[src/design/assert_macros.svh]
// Assertion macros shared by the queue, front and back design files.
`ifndef ASSERT_MACROS_SVH
`define ASSERT_MACROS_SVH
`ifndef ASSERT_OFF
// Clocked check, suspended while reset is high
`define ASSERT_CLK(lbl, clk, rst, prop) \
  lbl: assert property (@(posedge clk) disable iff (rst) prop) \
    else $error("assertion failed");
// Clocked check that also runs during reset
`define ASSERT_NORST(lbl, clk, prop) \
  lbl: assert property (@(posedge clk) prop) else $error("assertion failed");
`else
`define ASSERT_CLK(lbl, clk, rst, prop)
`define ASSERT_NORST(lbl, clk, prop)
`endif
`endif

[src/design/ifsp_pkg.sv]
`default_nettype none
package ifsp_pkg;

  // Geometry
  localparam int MAX_WIDTH  = 512;
  localparam int HEIGHT_CAP = 512;
  localparam int ADDR_W     = $clog2(MAX_WIDTH);
  localparam int CFG_DIM_W  = 10;
  localparam int COLN_W     = $clog2(MAX_WIDTH + 1);
  localparam int COL_W      = (COLN_W > CFG_DIM_W) ? COLN_W : CFG_DIM_W;
  localparam int ROW_W      = 10;

  // Data widths
  localparam int PIX_W    = 8;
  localparam int WEIGHT_W = 16;
  localparam int SUM_W    = 12;
  localparam int P1_W     = SUM_W + WEIGHT_W;
  localparam int DIFF_W   = 30;
  localparam int PROD_W   = DIFF_W + WEIGHT_W + 1;
  localparam int ACC_W    = 48;
  localparam int LINE_W   = 3 * PIX_W;

  // Item queue
  localparam int QUEUE_DEPTH = 4;
  localparam int QPTR_W      = $clog2(QUEUE_DEPTH);
  localparam int QCNT_W      = $clog2(QUEUE_DEPTH + 1);

  // Configuration register indexes
  localparam int CFG_IDX_W = 2;
  localparam logic [CFG_IDX_W-1:0] REG_IMAGE_WIDTH  = 2'd0;
  localparam logic [CFG_IDX_W-1:0] REG_IMAGE_HEIGHT = 2'd1;
  localparam logic [CFG_IDX_W-1:0] REG_BLUR_WEIGHT  = 2'd2;
  localparam logic [CFG_IDX_W-1:0] REG_STEP_GAIN    = 2'd3;

  // Reset values
  localparam logic [CFG_DIM_W-1:0] IMAGE_WIDTH_RST  = 10'd512;
  localparam logic [CFG_DIM_W-1:0] IMAGE_HEIGHT_RST = 10'd512;
  localparam logic [WEIGHT_W-1:0]  BLUR_WEIGHT_RST  = 16'd7274;
  localparam logic [WEIGHT_W-1:0]  STEP_GAIN_RST    = 16'd1311;
  localparam logic [PIX_W-1:0]     PIX_MAX          = 8'd255;

  typedef struct packed {
    logic [CFG_DIM_W-1:0] image_width;
    logic [CFG_DIM_W-1:0] image_height;
    logic [WEIGHT_W-1:0]  blur_weight;
    logic [WEIGHT_W-1:0]  step_gain;
  } cfg_t;

  // One classified item, front to back
  typedef struct packed {
    logic [ADDR_W-1:0] addr;
    logic [PIX_W-1:0]  f;
    logic [PIX_W-1:0]  g;
    logic              has_result;
    logic              left_edge;
    logic              right_edge;
    logic              top_edge;
    logic              bottom_edge;
    logic              last;
  } item_t;

  typedef struct packed {
    logic empty;
    logic full;
  } q_status_t;

endpackage
`default_nettype wire

[src/design/ifsp_front.sv]
`default_nettype none
`include "assert_macros.svh"
module ifsp_front (
  input  wire logic                        clk,
  input  wire logic                        rst,
  input  ifsp_pkg::cfg_t                   cfg,
  input  wire logic                        in_valid,
  output logic                             in_stall,
  input  wire logic [ifsp_pkg::PIX_W-1:0]  current_pixel,
  input  wire logic [ifsp_pkg::PIX_W-1:0]  observed_pixel,
  input  wire logic                        flush,
  input  ifsp_pkg::q_status_t              q_status,
  output logic                             push,
  output ifsp_pkg::item_t                  push_item
);

  logic [ifsp_pkg::COL_W-1:0] column_count, column_count_next;
  logic [ifsp_pkg::ROW_W-1:0] row_count, row_count_next;

  logic [ifsp_pkg::COL_W-1:0] iw, w_eff, c, cc, c_inc;
  logic [ifsp_pkg::ROW_W-1:0] h_eff, r1, r, cr, r_inc;
  logic                       pad, has_result, last;

  assign in_stall = q_status.full;
  assign push     = in_valid && !q_status.full;

  // Effective frame size
  always_comb begin
    iw = ifsp_pkg::COL_W'(cfg.image_width);
    if (iw == '0) begin
      w_eff = ifsp_pkg::COL_W'(1);
    end else if (iw > ifsp_pkg::COL_W'(ifsp_pkg::MAX_WIDTH)) begin
      w_eff = ifsp_pkg::COL_W'(ifsp_pkg::MAX_WIDTH);
    end else begin
      w_eff = iw;
    end
    if (cfg.image_height == '0) begin
      h_eff = ifsp_pkg::ROW_W'(1);
    end else if (cfg.image_height > ifsp_pkg::ROW_W'(ifsp_pkg::HEIGHT_CAP)) begin
      h_eff = ifsp_pkg::ROW_W'(ifsp_pkg::HEIGHT_CAP);
    end else begin
      h_eff = cfg.image_height;
    end
  end

  // Position, padding and result classification
  always_comb begin
    if (column_count >= w_eff) begin
      c  = '0;
      r1 = row_count + 1'b1;
    end else begin
      c  = column_count;
      r1 = row_count;
    end
    r   = (r1 > h_eff + 1'b1) ? '0 : r1;
    pad = flush || (r >= h_eff);

    if (c != '0) begin
      has_result = (r != '0);
      cr         = r - 1'b1;
      cc         = c - 1'b1;
    end else begin
      has_result = (r >= ifsp_pkg::ROW_W'(2));
      cr         = r - ifsp_pkg::ROW_W'(2);
      cc         = w_eff - 1'b1;
    end
    if (cr >= h_eff) begin
      has_result = 1'b0;
    end
    last = (cr == h_eff - 1'b1) && (cc == w_eff - 1'b1);

    c_inc = c + 1'b1;
    r_inc = r + 1'b1;
    if (c_inc >= w_eff) begin
      column_count_next = '0;
      row_count_next    = r_inc;
    end else begin
      column_count_next = c_inc;
      row_count_next    = r;
    end
    if (has_result && last) begin
      column_count_next = '0;
      row_count_next    = '0;
    end

    push_item.addr        = c[ifsp_pkg::ADDR_W-1:0];
    push_item.f           = pad ? '0 : current_pixel;
    push_item.g           = pad ? '0 : observed_pixel;
    push_item.has_result  = has_result;
    push_item.left_edge   = (cc == '0);
    push_item.right_edge  = (cc == w_eff - 1'b1);
    push_item.top_edge    = (cr == '0);
    push_item.bottom_edge = (cr == h_eff - 1'b1);
    push_item.last        = last;
  end

  // Position counters
  always_ff @(posedge clk) begin
    if (rst) begin
      column_count <= '0;
      row_count    <= '0;
    end else if (push) begin
      column_count <= column_count_next;
      row_count    <= row_count_next;
    end
  end

  `ASSERT_CLK(a_frame_restart, clk, rst, (push && push_item.has_result && push_item.last) |=> (column_count == '0 && row_count == '0))

endmodule
`default_nettype wire

[config.mk]
export PLATFORM = sky130hd
export DESIGN_NAME = ifsp_front
export DESIGN_NICKNAME = d
export VERILOG_FILES = /design/src/design/ifsp_pkg.sv /design/src/design/ifsp_front.sv
export VERILOG_INCLUDE_DIRS = /design/src /design/src/design
export SDC_FILE = /design/constraint.sdc
export NUM_CORES = 1
export LEC_CHECK = 0
export BUFFER_PORTS_ARGS = -buffer_cell sky130_fd_sc_hd__clkbuf_2
export CORE_ASPECT_RATIO = 1.2
export CORE_MARGIN = 4
export CORE_UTILIZATION = 60
export CTS_CLUSTER_SIZE = 24
export DETAILED_ROUTE_END_ITERATION = 6
export GPL_TIMING_DRIVEN = 0
export PLACE_DENSITY_LB_ADDON = 0.1
export SYNTH_ARGS = -nofsm -noshare
export SYNTH_HDL_FRONTEND = slang
export SYNTH_SLANG_ARGS = --single-unit
[constraint.sdc]
create_clock -name clk -period 33.4 [get_ports clk]
set_clock_uncertainty 0.15 [all_clocks]
set_input_delay 6.68 -clock clk [delete_from_list [all_inputs] [get_ports clk]]
set_output_delay 6.68 -clock clk [all_outputs]
set_load 0.02 [all_outputs]
==> summary.md <==
| Metric | Value |
|---|---|
| Status | finished clean |
| Initial Util | 62.2% |
| DR WL/cell | 18.6 um |
| Post_cts resized | 0 |
| Async S/R FF share, synth | 0% |
| FMAX | 44.4 MHz |
| Skew-Pair Late Insertion Delay | 0.26 ns |
| # fillers | 704 |
| Final setup fails | 0 |
| H-tree Lvls | 1 |
| Core area | 7790 um2 |
| Global-route usage over all layers | 32.6% |
| Worst Path Required | 26.57 ns |
| Hold_sp | row_count[9] |
| DP HPWL | 13000 um |
| Hold path cells | 2 |
| Vias in the first global route | 5496 |
| Sw power | 37.7 uW |
| Setup repair after global routing missed its margin | false |
| Worst Setup End Kind | output port |
| Distinct cell type count after synthesis | 80 |
| Critical path class | in2out |
| P_int | 53.1 uW |
| Num rows | 35 |
| Gate Count Post-Synth | 680 |
| Via density | 6.51 |
| Max-cap violations | 0 |
| Hold Crit Endpoint | row_count[9] |
| DRT Wirelength | 15800 um |
| TritonCTS buffer count | 3 |
| Setup bufs post-CTS | 0 |
| Routability cong. | 0.997 |
| Worst vdd ir | 0.0151 mV |
| Full die area | 9590 um2 |
| Fin. Hold Viols | 0 |
| Placed cells | 844 |
| Drt drc | 0 |
| Yosys warning count | 0 |
| Slew margin rel. | 57.6% |
| Setup WS pre-CTS | 11.04 ns |
| Area leader, netlist | ha_1 |
| Final setup TNS | 0 ns |
| Initial drt markers | 476 |
| Synth-to-layout area growth | 10.9% |
| Ports | 107 |
| Largest net degree at the start of global routing | 12 |
| Crit path largest cell delay | 0.56 ns |
| Seq pwr share | 26.7% |
| Max Root-Sink Buffers | 2 |
| Crit path launch type | primary input |
| Flop-to-flop setup slack | 24.51 ns |
| Period utilisation layout | 67.5% |
| Avg Cell Area, Syn | 7.13 um2 |
| Via count | 5521 |
| Pleak | 0.00252 uW |
| Top cells by area, synth | ha_1 (16%), dfxtp_1 (8.3%), xnor2_1 (6.5%) |
| Max Transition Viols Final | 0 |
| Seq/Total Area, Yosys | 8.26% |
| Fin crit period | 22.54 ns |
| Final net count | 893 |
| Slew at the pin closest to its max-slew limit | 0.634 ns |
| Routed Antenna Nets | 0 |
| Critical R2R Launch | column_count[0] |
| Reg2reg path depth | 36 |
| Initial antenna violation count | 0 |
| Ant. Diodes | 0 |
| CTS root buffer | clkbuf_8 |
| Top fanout value on the critical path | 10 |
| Synth top area share | 16.0% |
| Share of cells above drive strength 1 | 15.9% |
| Seq cells post-synth | 20 |
| Worst R2R End | row_count[8] |
| Die X | 90.1 um |
| TritonRoute pass-1 iters | 5 |
| Clock transition at the registers of the reported paths | 0.07 ns |
| CTS Hold Bufs | 0 |
| Most frequent cells in the layout | clkbuf_2 (72), nand2_1 (64), ha_1 (62) |
| Top FF cell, synth | dfxtp_1 |
| Placed Area | 5320 um2 |
| Sw Ratio | 41.6% |
| Share of total power in the clock network | 20.6% |
| Non-Filler Instances | 848 |
| CP max-delay cell | a21oi_1 |
| Port bufs | 72 |
| Post-synth EDFFs | 0 |
| Overflow left after global routing | 0 |
| Total power per unit cell area | 16.9 nW/um2 |
| Synth Cell Area | 4850 um2 |
| Most frequent CP cell | a21oi_1 |
| Clock sinks | 20 |
| Final worst-path setup slack | 10.86 ns |
| Hold crit path type | reg2reg |
| Combinational share of power | 52.7% |
| Syn nets | 816 |
| Arr. time, crit path | 15.71 ns |
| CTS tree | yes |
| Die boundary height | 106 um |
| Commonest non-fill, non-tap cell in the layout | clkbuf_2 |
| First-pass GRT wire length | 26000 um |
| Layout Cell Area excl Fill | 5380 um2 |
-- worst max-delay path by stage --
stage,startpoint,endpoint,slack [ns],cells past startpoint
finish,cfg[45],push_item[5],10.86,38
global route,cfg[45],push_item[5],10.21,38
CTS,cfg[45],push_item[5],11.01,38
detailed placement,cfg[45],push_item[5],11.04,38
global placement,cfg[45],push_item[5],11.32,38
floorplan,cfg[45],push_item[2],12.70,32
-- kinds of logic (layout without fill, tap and decap cells) --
| logic type | Yosys count | after routing | share of synthesized area (%) |
|---|---|---|---|
| simple gates | 296 | 296 | 32.5 |
| compound gates | 163 | 163 | 23.6 |
| buf+inv | 74 | 150 | 6.61 |
| fa+ha+maj | 62 | 62 | 16.0 |
| xor+xnor | 58 | 58 | 11.5 |
| flops | 20 | 20 | 8.26 |
| mux | 7 | 7 | 1.55 |
-- power by group through the flow --
stage | logic (uW) | registers, uW | clock network (uW)
after floorplan | 33.1 | 24.7 | 0
after global placement | 45.3 | 24.8 | 0
after detailed placement | 46.7 | 24.8 | 0
after CTS | 47.0 | 24.2 | 19.3
after global routing | 52.5 | 24.3 | 20.6
final | 47.9 | 24.2 | 18.7
-- synthesized netlist by cell type, drive strengths merged (3+ instances only) --
| cell type | number |
|---|---|
| xnor2 | 37 |
| nand2b | 14 |
| a211oi | 14 |
| o41ai | 3 |
| a31oi | 7 |
| buf | 19 |
| o211a | 3 |
| o211ai | 6 |
| a21oi | 28 |
| nor2b | 9 |
| nor4 | 13 |
| o311a | 3 |
| clkbuf | 16 |
| or4 | 4 |
| nor2 | 55 |
| nand4 | 19 |
| dfxtp | 20 |
| or3 | 13 |
| o311ai | 3 |
| xor2 | 18 |
| nor3 | 27 |
| nor3b | 3 |
| nand3 | 31 |
| nand2 | 65 |
| a21o | 15 |
| ha | 62 |
| o31ai | 16 |
| a31o | 3 |
| inv | 38 |
| o21ai | 39 |
| and2 | 20 |
| o21a | 3 |
| and3 | 13 |
| or2 | 3 |
| mux2i | 6 |
-- flip-flops by register name, indices dropped and copies added (netlist names) --
register and count:
row_count 10, column_count 10
-- per-layer routing --
layer / part of all wire, % / track usage (%) / vias up
met2: 51 / 60.2 / 270
met5: 0 / 0 / -
met1: 37 / 34.5 / 2536
met4: 6.5 / 22.9 / 0
li1: - / - / 2637
met3: 5.8 / 3.40 / 78
-- worst max-delay path, delay by kind of cell --
family          cells  cell delay, ns
mux                 1            0.31
fa+ha+maj           4            1.25
compound gates     13            3.10
simple gates        9            2.03
buf+inv            10            2.03
xor+xnor            1            0.29
-- through the flow --
| step | hold WS [ns] | power [uW] | util [%] |
|---|---|---|---|
| global placement | 0.318 | 70.0 | 68.3 |
| CTS | 0.330 | 90.6 | 69.0 |
| floorplan | 0.296 | 57.8 | - |
| finish | 0.331 | 90.8 | 69.0 |
| detailed placement | 0.319 | 71.5 | 68.3 |
| global route | 0.354 | 97.4 | 69.0 |
-- area by class of cell --
| type | instances | area (um2) | area share (%) |
|---|---|---|---|
| Buffer | 35 | 174 | 3.23 |
| Clock buffer | 4 | 55.1 | 1.02 |
| Sequential cell | 20 | 400 | 7.44 |
| Inverter | 39 | 146 | 2.72 |
| Tap cell | 92 | 115 | 2.14 |
| Multi-Input combinational cell | 586 | 4130 | 76.7 |
| Timing Repair Buffer | 72 | 360 | 6.70 |
Power figures use the tool's default switching activity.
