File: src/design/assert_macros.svh
// Assertion macros shared by the queue, front and back design files.
`ifndef ASSERT_MACROS_SVH
`define ASSERT_MACROS_SVH
`ifndef ASSERT_OFF
// Clocked check, suspended while reset is high
`define ASSERT_CLK(lbl, clk, rst, prop) \
  lbl: assert property (@(posedge clk) disable iff (rst) prop) \
    else $error("assertion failed");
// Clocked check that also runs during reset
`define ASSERT_NORST(lbl, clk, prop) \
  lbl: assert property (@(posedge clk) prop) else $error("assertion failed");
`else
`define ASSERT_CLK(lbl, clk, rst, prop)
`define ASSERT_NORST(lbl, clk, prop)
`endif
`endif

File: src/design/ifsp_pkg.sv
`default_nettype none
package ifsp_pkg;

  // Geometry
  localparam int MAX_WIDTH  = 512;
  localparam int HEIGHT_CAP = 512;
  localparam int ADDR_W     = $clog2(MAX_WIDTH);
  localparam int CFG_DIM_W  = 10;
  localparam int COLN_W     = $clog2(MAX_WIDTH + 1);
  localparam int COL_W      = (COLN_W > CFG_DIM_W) ? COLN_W : CFG_DIM_W;
  localparam int ROW_W      = 10;

  // Data widths
  localparam int PIX_W    = 8;
  localparam int WEIGHT_W = 16;
  localparam int SUM_W    = 12;
  localparam int P1_W     = SUM_W + WEIGHT_W;
  localparam int DIFF_W   = 30;
  localparam int PROD_W   = DIFF_W + WEIGHT_W + 1;
  localparam int ACC_W    = 48;
  localparam int LINE_W   = 3 * PIX_W;

  // Item queue
  localparam int QUEUE_DEPTH = 4;
  localparam int QPTR_W      = $clog2(QUEUE_DEPTH);
  localparam int QCNT_W      = $clog2(QUEUE_DEPTH + 1);

  // Configuration register indexes
  localparam int CFG_IDX_W = 2;
  localparam logic [CFG_IDX_W-1:0] REG_IMAGE_WIDTH  = 2'd0;
  localparam logic [CFG_IDX_W-1:0] REG_IMAGE_HEIGHT = 2'd1;
  localparam logic [CFG_IDX_W-1:0] REG_BLUR_WEIGHT  = 2'd2;
  localparam logic [CFG_IDX_W-1:0] REG_STEP_GAIN    = 2'd3;

  // Reset values
  localparam logic [CFG_DIM_W-1:0] IMAGE_WIDTH_RST  = 10'd512;
  localparam logic [CFG_DIM_W-1:0] IMAGE_HEIGHT_RST = 10'd512;
  localparam logic [WEIGHT_W-1:0]  BLUR_WEIGHT_RST  = 16'd7274;
  localparam logic [WEIGHT_W-1:0]  STEP_GAIN_RST    = 16'd1311;
  localparam logic [PIX_W-1:0]     PIX_MAX          = 8'd255;

  typedef struct packed {
    logic [CFG_DIM_W-1:0] image_width;
    logic [CFG_DIM_W-1:0] image_height;
    logic [WEIGHT_W-1:0]  blur_weight;
    logic [WEIGHT_W-1:0]  step_gain;
  } cfg_t;

  // One classified item, front to back
  typedef struct packed {
    logic [ADDR_W-1:0] addr;
    logic [PIX_W-1:0]  f;
    logic [PIX_W-1:0]  g;
    logic              has_result;
    logic              left_edge;
    logic              right_edge;
    logic              top_edge;
    logic              bottom_edge;
    logic              last;
  } item_t;

  typedef struct packed {
    logic empty;
    logic full;
  } q_status_t;

endpackage
`default_nettype wire

File: src/design/ifsp_queue.sv
`default_nettype none
`include "assert_macros.svh"
module ifsp_queue (
  input  wire logic           clk,
  input  wire logic           rst,
  input  wire logic           push,
  input  ifsp_pkg::item_t     push_item,
  input  wire logic           pop,
  output ifsp_pkg::item_t     head,
  output ifsp_pkg::q_status_t status
);

  ifsp_pkg::item_t               entries [ifsp_pkg::QUEUE_DEPTH];
  logic [ifsp_pkg::QPTR_W-1:0]   wr_ptr;
  logic [ifsp_pkg::QPTR_W-1:0]   rd_ptr;
  logic [ifsp_pkg::QCNT_W-1:0]   count;

  assign status.empty = (count == '0);
  assign status.full  = (count == ifsp_pkg::QCNT_W'(ifsp_pkg::QUEUE_DEPTH));
  assign head         = entries[rd_ptr];

  // Storage
  always_ff @(posedge clk) begin
    if (push) begin
      entries[wr_ptr] <= push_item;
    end
  end

  // Pointers and fill level
  always_ff @(posedge clk) begin
    if (rst) begin
      wr_ptr <= '0;
      rd_ptr <= '0;
      count  <= '0;
    end else begin
      if (push) begin
        wr_ptr <= (wr_ptr == ifsp_pkg::QPTR_W'(ifsp_pkg::QUEUE_DEPTH - 1)) ?
                  '0 : wr_ptr + 1'b1;
      end
      if (pop) begin
        rd_ptr <= (rd_ptr == ifsp_pkg::QPTR_W'(ifsp_pkg::QUEUE_DEPTH - 1)) ?
                  '0 : rd_ptr + 1'b1;
      end
      if (push && !pop) begin
        count <= count + 1'b1;
      end else if (pop && !push) begin
        count <= count - 1'b1;
      end
    end
  end

  `ASSERT_CLK(a_count_bound, clk, rst, count <= ifsp_pkg::QCNT_W'(ifsp_pkg::QUEUE_DEPTH))
  `ASSERT_CLK(a_no_pop_empty, clk, rst, pop |-> (count != '0))

endmodule
`default_nettype wire

File: config.mk
export PLATFORM = sky130hd
export DESIGN_NAME = ifsp_queue
export DESIGN_NICKNAME = d
export VERILOG_FILES = /design/src/design/ifsp_pkg.sv /design/src/design/ifsp_queue.sv
export VERILOG_INCLUDE_DIRS = /design/src /design/src/design
export SDC_FILE = /design/constraint.sdc
export NUM_CORES = 1
export LEC_CHECK = 0
export ABC_AREA = 1
export BUFFER_PORTS_ARGS = -buffer_cell sky130_fd_sc_hd__buf_2
export CORE_MARGIN = 2
export CORE_UTILIZATION = 40
export CTS_CLUSTER_SIZE = 10
export DETAILED_ROUTE_END_ITERATION = 8
export GPL_TIMING_DRIVEN = 1
export PLACE_DENSITY = 0.62
export SLEW_MARGIN = 20
export SYNTH_ARGS = -nofsm -noshare
export SYNTH_HDL_FRONTEND = slang
export SYNTH_SLANG_ARGS = --single-unit
export TNS_END_PERCENT = 20
File: constraint.sdc
create_clock -name clk -period 1.59 [get_ports clk]
set_clock_uncertainty 0.05 [all_clocks]
set_input_delay 0.477 -clock clk [delete_from_list [all_inputs] [get_ports clk]]
set_output_delay 0.477 -clock clk [all_outputs]
set_load 0.02 [all_outputs]
==> results of run 1 <==
registers in the layout (all words and copies together), names as in the netlist, named ones only:
register  flops
entries     124
count         3
rd_ptr        2
wr_ptr        2
placed cells by master, fill, tap and decap left out, drive strengths merged, types with 3 or more instances in the layout:
cell type  Yosys  routed
edfxtp       124     124
nand2          8       8
clkbuf         0      20
o21ai         65      65
nor2          70      70
o22ai         31      31
clkinv         0       8
clkinvlp       0       3
inv           16      15
nor3           4       4
dfxtp          9       9
a21oi          3       3
buf           19      98
ha             6       6
cells by family (layout without fill, tap and decap cells):
group | count (synthesis) | after routing | synth area share, %
xor+xnor | 1 | 1 | 0.172
flops | 133 | 133 | 76.6
fa+ha+maj | 7 | 7 | 1.87
buf+inv | 35 | 145 | 4.56
simple gates | 84 | 84 | 6.36
compound gates | 99 | 99 | 10.5
through the flow:
step | hold slack (ns) | worst slack, ns | util, %
2_1_floorplan | 0.440 | -0.0396 | -
3_3_place_gp | 0.463 | -0.116 | 46.5
3_5_place_dp | 0.471 | -0.194 | 46.5
4_1_cts | 0.212 | -0.479 | 52.7
5_1_grt | 0.218 | -0.518 | 53.1
6_report | 0.226 | -0.460 | 53.1
cell usage after synthesis, drive strengths merged:
library cell,n
a21oi,3
nand4,1
nor3,4
edfxtp,124
nand3,1
xor2,1
nor2,70
nand2,8
ha,6
dfxtp,9
o22ai,31
o21ai,65
fa,1
buf,19
inv,16
final cells by class:
cell class              instances  area (µm²)  area share [%]
flip-flops and latches        133        3920            58.9
clock inverters                11        87.6            1.32
multi-input cells             191        1050            15.7
well taps                     172         215            3.24
repair buffers                 98         872            13.1
clock buffers                  20         437            6.57
inverters                      16        76.3            1.15
timing repair:
action	4_1_cts	5_1_grt
endpoints found under the hold margin	0	0
gates cloned	3	0
pin swaps	18	1
endpoints found under the setup margin	33	33
gates resized for setup	50	21
buffers inserted	4	0
worst paths after layout:
kind                  from             end  slack, ns  cells past startpoint
max              flip-flop         head[8]      -0.46                      5
min          push_item[15]  entries[2][15]       0.23                      1
max reg2reg      wr_ptr[0]  entries[0][15]       0.24                      5
min reg2reg       count[1]        count[1]       0.47                      2
per-layer routing:
layer | global-route usage (%) | vias to the layer above
met5 | 0 | -
met4 | 6.20 | 0
met3 | 5.15 | 13
met2 | 28.1 | 80
met1 | 21.9 | 1560
li1 | - | 1521
critical path, delay by kind of cell (launching register included):
family | cells | cell delay (ns)
compound gates | 1 | 0.19
flops | 1 | 0.40
simple gates | 1 | 0.05
buf+inv | 3 | 0.47
power by group through the flow:
| stage | combinational, µW | sequential (µW) | clock (µW) |
|---|---|---|---|
| floorplan | 591 | 4110 | 0 |
| global placement | 960 | 4120 | 0 |
| detailed placement | 980 | 4120 | 0 |
| CTS | 1130 | 4060 | 3530 |
| global route | 1250 | 4080 | 3680 |
| finish | 1150 | 4070 | 3470 |
==> flow_summary_export.csv, run 1 <==
group,metric,value,unit
placement,dp_hpwl,6.48,mm
run_status,status,"finished, violations left",
clocking,cts_buffers,17,
sta,fmax,488,MHz
detailed_routing,top_layer,"met4",
placement,gp_congestion,0.781,
sta,drv_slew,0,
layout,fill_cells,1066,
logic_synthesis,ys_seq_elements,133,
sta,relSlewSlack,85.6,%
floorplan,dieArea,13700,µm²
logic_synthesis,seq_area_frac_synth,76.6,%
run_status,violations,"setup timing",
power,seq_power_share,46.9,%
power,p_leak,0.00246,µW
sta,period_needed,2.05,ns
floorplan,coreArea,12500,µm²
detailed_routing,drtAntennaViolNets,0,
power,p_int,6600,µW
worst_setup_path,setup.worst_path.end_class,"output port",
worst_setup_path,critical_path.max_fanout,18,
floorplan,ios,68,
detailed_routing,drc,0,
global_routing,grtUsageTotal,17.2,%
sta,setup_viol,33,
power,powerDensity,1310,nW/µm²
worst_setup_path,required,1.06,ns
logic_synthesis,synthDistinctLibCells,19,
floorplan,die_x,117,µm
clocking,ctsLongestPathBuffers,2,
power,power.switching_fraction,24.0,%
clocking,cts_num_sinks,133,
hold_path,min_path_type,"input pin to flip-flop",
power,power,8680,µW
sta,fin_tns_setup,-13.08,ns
worst_setup_path,cp_cell_sequence,"inv_8 > buf_12 > nor2_1 > o22ai_1 > buf_2",
sta,worst_slack,-0.460,ns
detailed_routing,wl_met1,4.71,mm
global_routing,grt_pass1_wl,16.9,mm
power,worst_ir_drop_vdd,0.583,mV
detailed_routing,routed_via_density,4.95,
layout,final_nets,499,
worst_setup_path,cp_data_arrival_time,1.52,ns
layout,drive_gt1_share,32.2,%
sta,rsz0062_at_grt,"yes",
floorplan,die_h,117,µm
layout,final_area,6650,µm²
layout,syn2layout_area_growth,30.4,%
power,switchingPower,2080,µW
logic_synthesis,avgSynthCellArea,14.2,µm²
logic_synthesis,yosysWarningCount,0,
logic_synthesis,syn_area,5100,µm²
worst_setup_path,worst_path_largest_cell_delay,0.40,ns
layout,finalNonFillerCells,641,
placement,dpl-instance-area,5810,µm²
detailed_routing,dr.pass1.iters,4,
global_routing,grt_max_degree,26,
clocking,cts_max_level,4,
sta,hold_viol,0,
clocking,path_clk_slew,0.05,ns
sta,finalCritPeriodShare,129,%
detailed_routing,wl_met2,5.50,mm
run,maxCapViolations,0,
clocking,ctsHoldBuffers,0,
floorplan,row_count,41,
sta,tightest_slew,0.214,ns
layout,antenna-diode-count,0,
worst_setup_path,critPathKind,"flip-flop to output port",
global_routing,antenna_found_initial,0,
clocking,cts_tree,"done",
detailed_routing,wl_met3,467,µm
clocking,cts_root_buf,"clkbuf_16",
detailed_routing,vias,3174,
logic_synthesis,synthesis.nets,401,
logic_synthesis,yosys.area.top_type,"edfxtp_1",
power,pwr-share-comb,13.2,%
placement,io_buffers,67,
logic_synthesis,syn-instance-count,359,
clocking,clock_latency,0.41,ns
detailed_routing,drtIter0Drc,243,
placement,dp.cells,604,
floorplan,initial_utilization,40.7,%
global_routing,grt_overflow_total,0,
detailed_routing,routed_wl,10.8,mm
detailed_routing,wire_per_inst,16.9,µm
worst_setup_path,slowest_stage,"dfxtp_4",
logic_synthesis,synth.area.top_cells,"edfxtp_1 73%, o21ai_1 5.7%, nor2_1 5.2%, o22ai_1 3.8%, dfxtp_1 3.5%",
logic_synthesis,synth_top_area_share,73.0,%
worst_setup_path,critPathLaunchType,"flip-flop",
power,clkPwrFrac,39.9,%
global_routing,grt_pass1_vias,3169,
Note: power is estimated with default switching activity, not from simulation.
==> inputs of run 2 (changes only) <==
Settings changed: RECOVER_POWER from default to 25.
==> flow_summary_export.csv, run 2 (synthesized netlist as in run 1, its figures left out) <==
group,metric,value,unit
worst_setup_path,r2r_setup_slack,0.23,ns
detailed_routing,dr.pass1.iters,4,
worst_setup_path,required,1.06,ns
layout,final_cell_mix,"124 x edfxtp_1, 67 x nor2_1, 51 x o21ai_1",
clocking,ctsHoldBuffers,0,
layout,final_common_cell,"edfxtp_1",
layout,regMostFlops,"entries",
worst_setup_path,timing.critical_path.buf_inv,3,
worst_setup_path,rr_endpoint,"entries[0][5]",
placement,io_buffers,67,
layout,largest_reg_flops,124,
worst_setup_path,slowest_stage,"dfxtp_4",
floorplan,coreArea,12500,µm²
global_routing,grt_pass1_wl,16.9,mm
hold_path,min_path_type,"input pin to flip-flop",
placement,dp_hpwl,6.48,mm
detailed_routing,drc,0,
detailed_routing,routed_wl,10.8,mm
sta,worst_slack,-0.463,ns
layout,reg_top3,"entries (124), count (3)",
floorplan,die_x,117,µm
sta,setup_viol,33,
sta,holdWs,0.229,ns
worst_setup_path,rr_worst_depth,5,
detailed_routing,routed_via_density,4.98,
sta,rsz0062_at_grt,"yes",
sta,hold_viol,0,
sta,tightest_slew,0.214,ns
floorplan,initial_utilization,40.7,%
layout,fill_cells,1069,
worst_setup_path,critical_path.max_fanout,18,
clocking,cts_num_sinks,133,
global_routing,grt_overflow_total,0,
global_routing,antenna_found_initial,0,
power,powerDensity,1310,nW/µm²
worst_setup_path,cp_data_arrival_time,1.53,ns
worst_setup_path,setup.worst_path.end_class,"output port",
worst_setup_path,critPathKind,"flip-flop to output port",
layout,drive_gt1_share,28.6,%
worst_setup_path,cp_top_family,"buffers and inverters",
placement,gp_congestion,0.781,
detailed_routing,drtIter0Drc,255,
clocking,cts_tree,"done",
clocking,cts_root_buf,"clkbuf_16",
worst_setup_path,critPathLaunchType,"flip-flop",
power,power,8670,µW
layout,antenna-diode-count,0,
floorplan,die_h,117,µm
global_routing,grt_pass1_vias,3169,
power,p_leak,0.00241,µW
sta,relSlewSlack,85.6,%
sta,finalCritPeriodShare,129,%
global_routing,grt_max_degree,26,
worst_setup_path,cp_cell_sequence,"inv_8 > buf_12 > nor2_1 > o22ai_1 > buf_2",
detailed_routing,drtAntennaViolNets,0,
clocking,cts_max_level,4,
clocking,clock_latency,0.41,ns
global_routing,grtUsageTotal,17.2,%
worst_setup_path,cp_num_cells,5,
run_status,status,"finished, violations left",
worst_setup_path,worst_path_largest_cell_delay,0.40,ns
clocking,ctsLongestPathBuffers,2,
run,maxCapViolations,0,
floorplan,dieArea,13700,µm²
layout,final_nets,499,
detailed_routing,wire_per_inst,16.8,µm
run_status,violations,"setup timing",
floorplan,ios,68,
floorplan,row_count,41,
sta,fmax,487,MHz
detailed_routing,vias,3195,
sta,period_needed,2.05,ns
power,worst_ir_drop_vdd,0.584,mV
layout,syn2layout_area_growth,30.0,%
sta,drv_slew,0,
worst_setup_path,reg2reg_from,"wr_ptr[0]",
worst_setup_path,endpoint,"head[8]",
clocking,path_clk_slew,0.05,ns
clocking,cts_buffers,17,
==> run 2: cell types whose count changed in the layout (fill, tap and decap cells not counted) <==
cell,change
buf_2,-17
clkbuf_1,+17
==> run 2: cell type report <==
cell class	instances	area [µm²]	share of cell area, %
Clock buffer	20	437	6.59
Clock inverter	11	87.6	1.32
Inverter	16	76.3	1.15
Sequential cell	133	3920	59.1
Multi-Input combinational cell	191	1050	15.8
Timing Repair Buffer	98	851	12.8
Tap cell	172	215	3.25
==> run 2: worst min-delay path by stage <==
| stage | start | slack (ns) | cells after the start | end |
|---|---|---|---|---|
| finish | push_item[15] | 0.23 | 1 | entries[2][15] |
| global route | push_item[15] | 0.23 | 1 | entries[0][15] |
| CTS | push_item[15] | 0.21 | 1 | entries[0][15] |
| detailed placement | wr_ptr[1] | 0.47 | 2 | wr_ptr[1] |
| global placement | wr_ptr[1] | 0.46 | 2 | wr_ptr[1] |
| floorplan | wr_ptr[1] | 0.44 | 2 | wr_ptr[1] |
==> run 2: report_power, final <==
group,internal [µW],switching (µW),leakage [µW]
Clock,2110,1350,0.000257
Combinational,480,661,0.000937
Sequential,4000,68.6,0.00122
==> run 2: what timing repair did <==
item	CTS	global route
setup buffers	4	0
endpoints found under the hold margin	0	0
gates cloned	3	0
pin swaps	18	1
setup endpoints to repair	33	33
resized for setup	50	21
==> run 2: layer usage <==
| metal | global-route usage, % | up-vias | wire length [µm] |
|---|---|---|---|
| li1 | - | 1524 | - |
| met1 | 21.9 | 1582 | 4660 |
| met2 | 28.1 | 78 | 5530 |
| met3 | 5.15 | 11 | 476 |
| met4 | 6.20 | 0 | 136 |
| met5 | 0 | - | 0 |
==> run 2: through the flow <==
stage	util [%]	area (µm²)	std cells	worst slack, ns	setup TNS (ns)
3_3_place_gp	46.5	5810	604	-0.116	-1.64
3_5_place_dp	46.5	5810	604	-0.194	-2.51
2_1_floorplan	-	5100	359	-0.0396	-3.25
6_report	53.0	6630	641	-0.463	-13.16
5_1_grt	53.0	6630	641	-0.518	-15.11
4_1_cts	52.7	6600	642	-0.479	-13.96
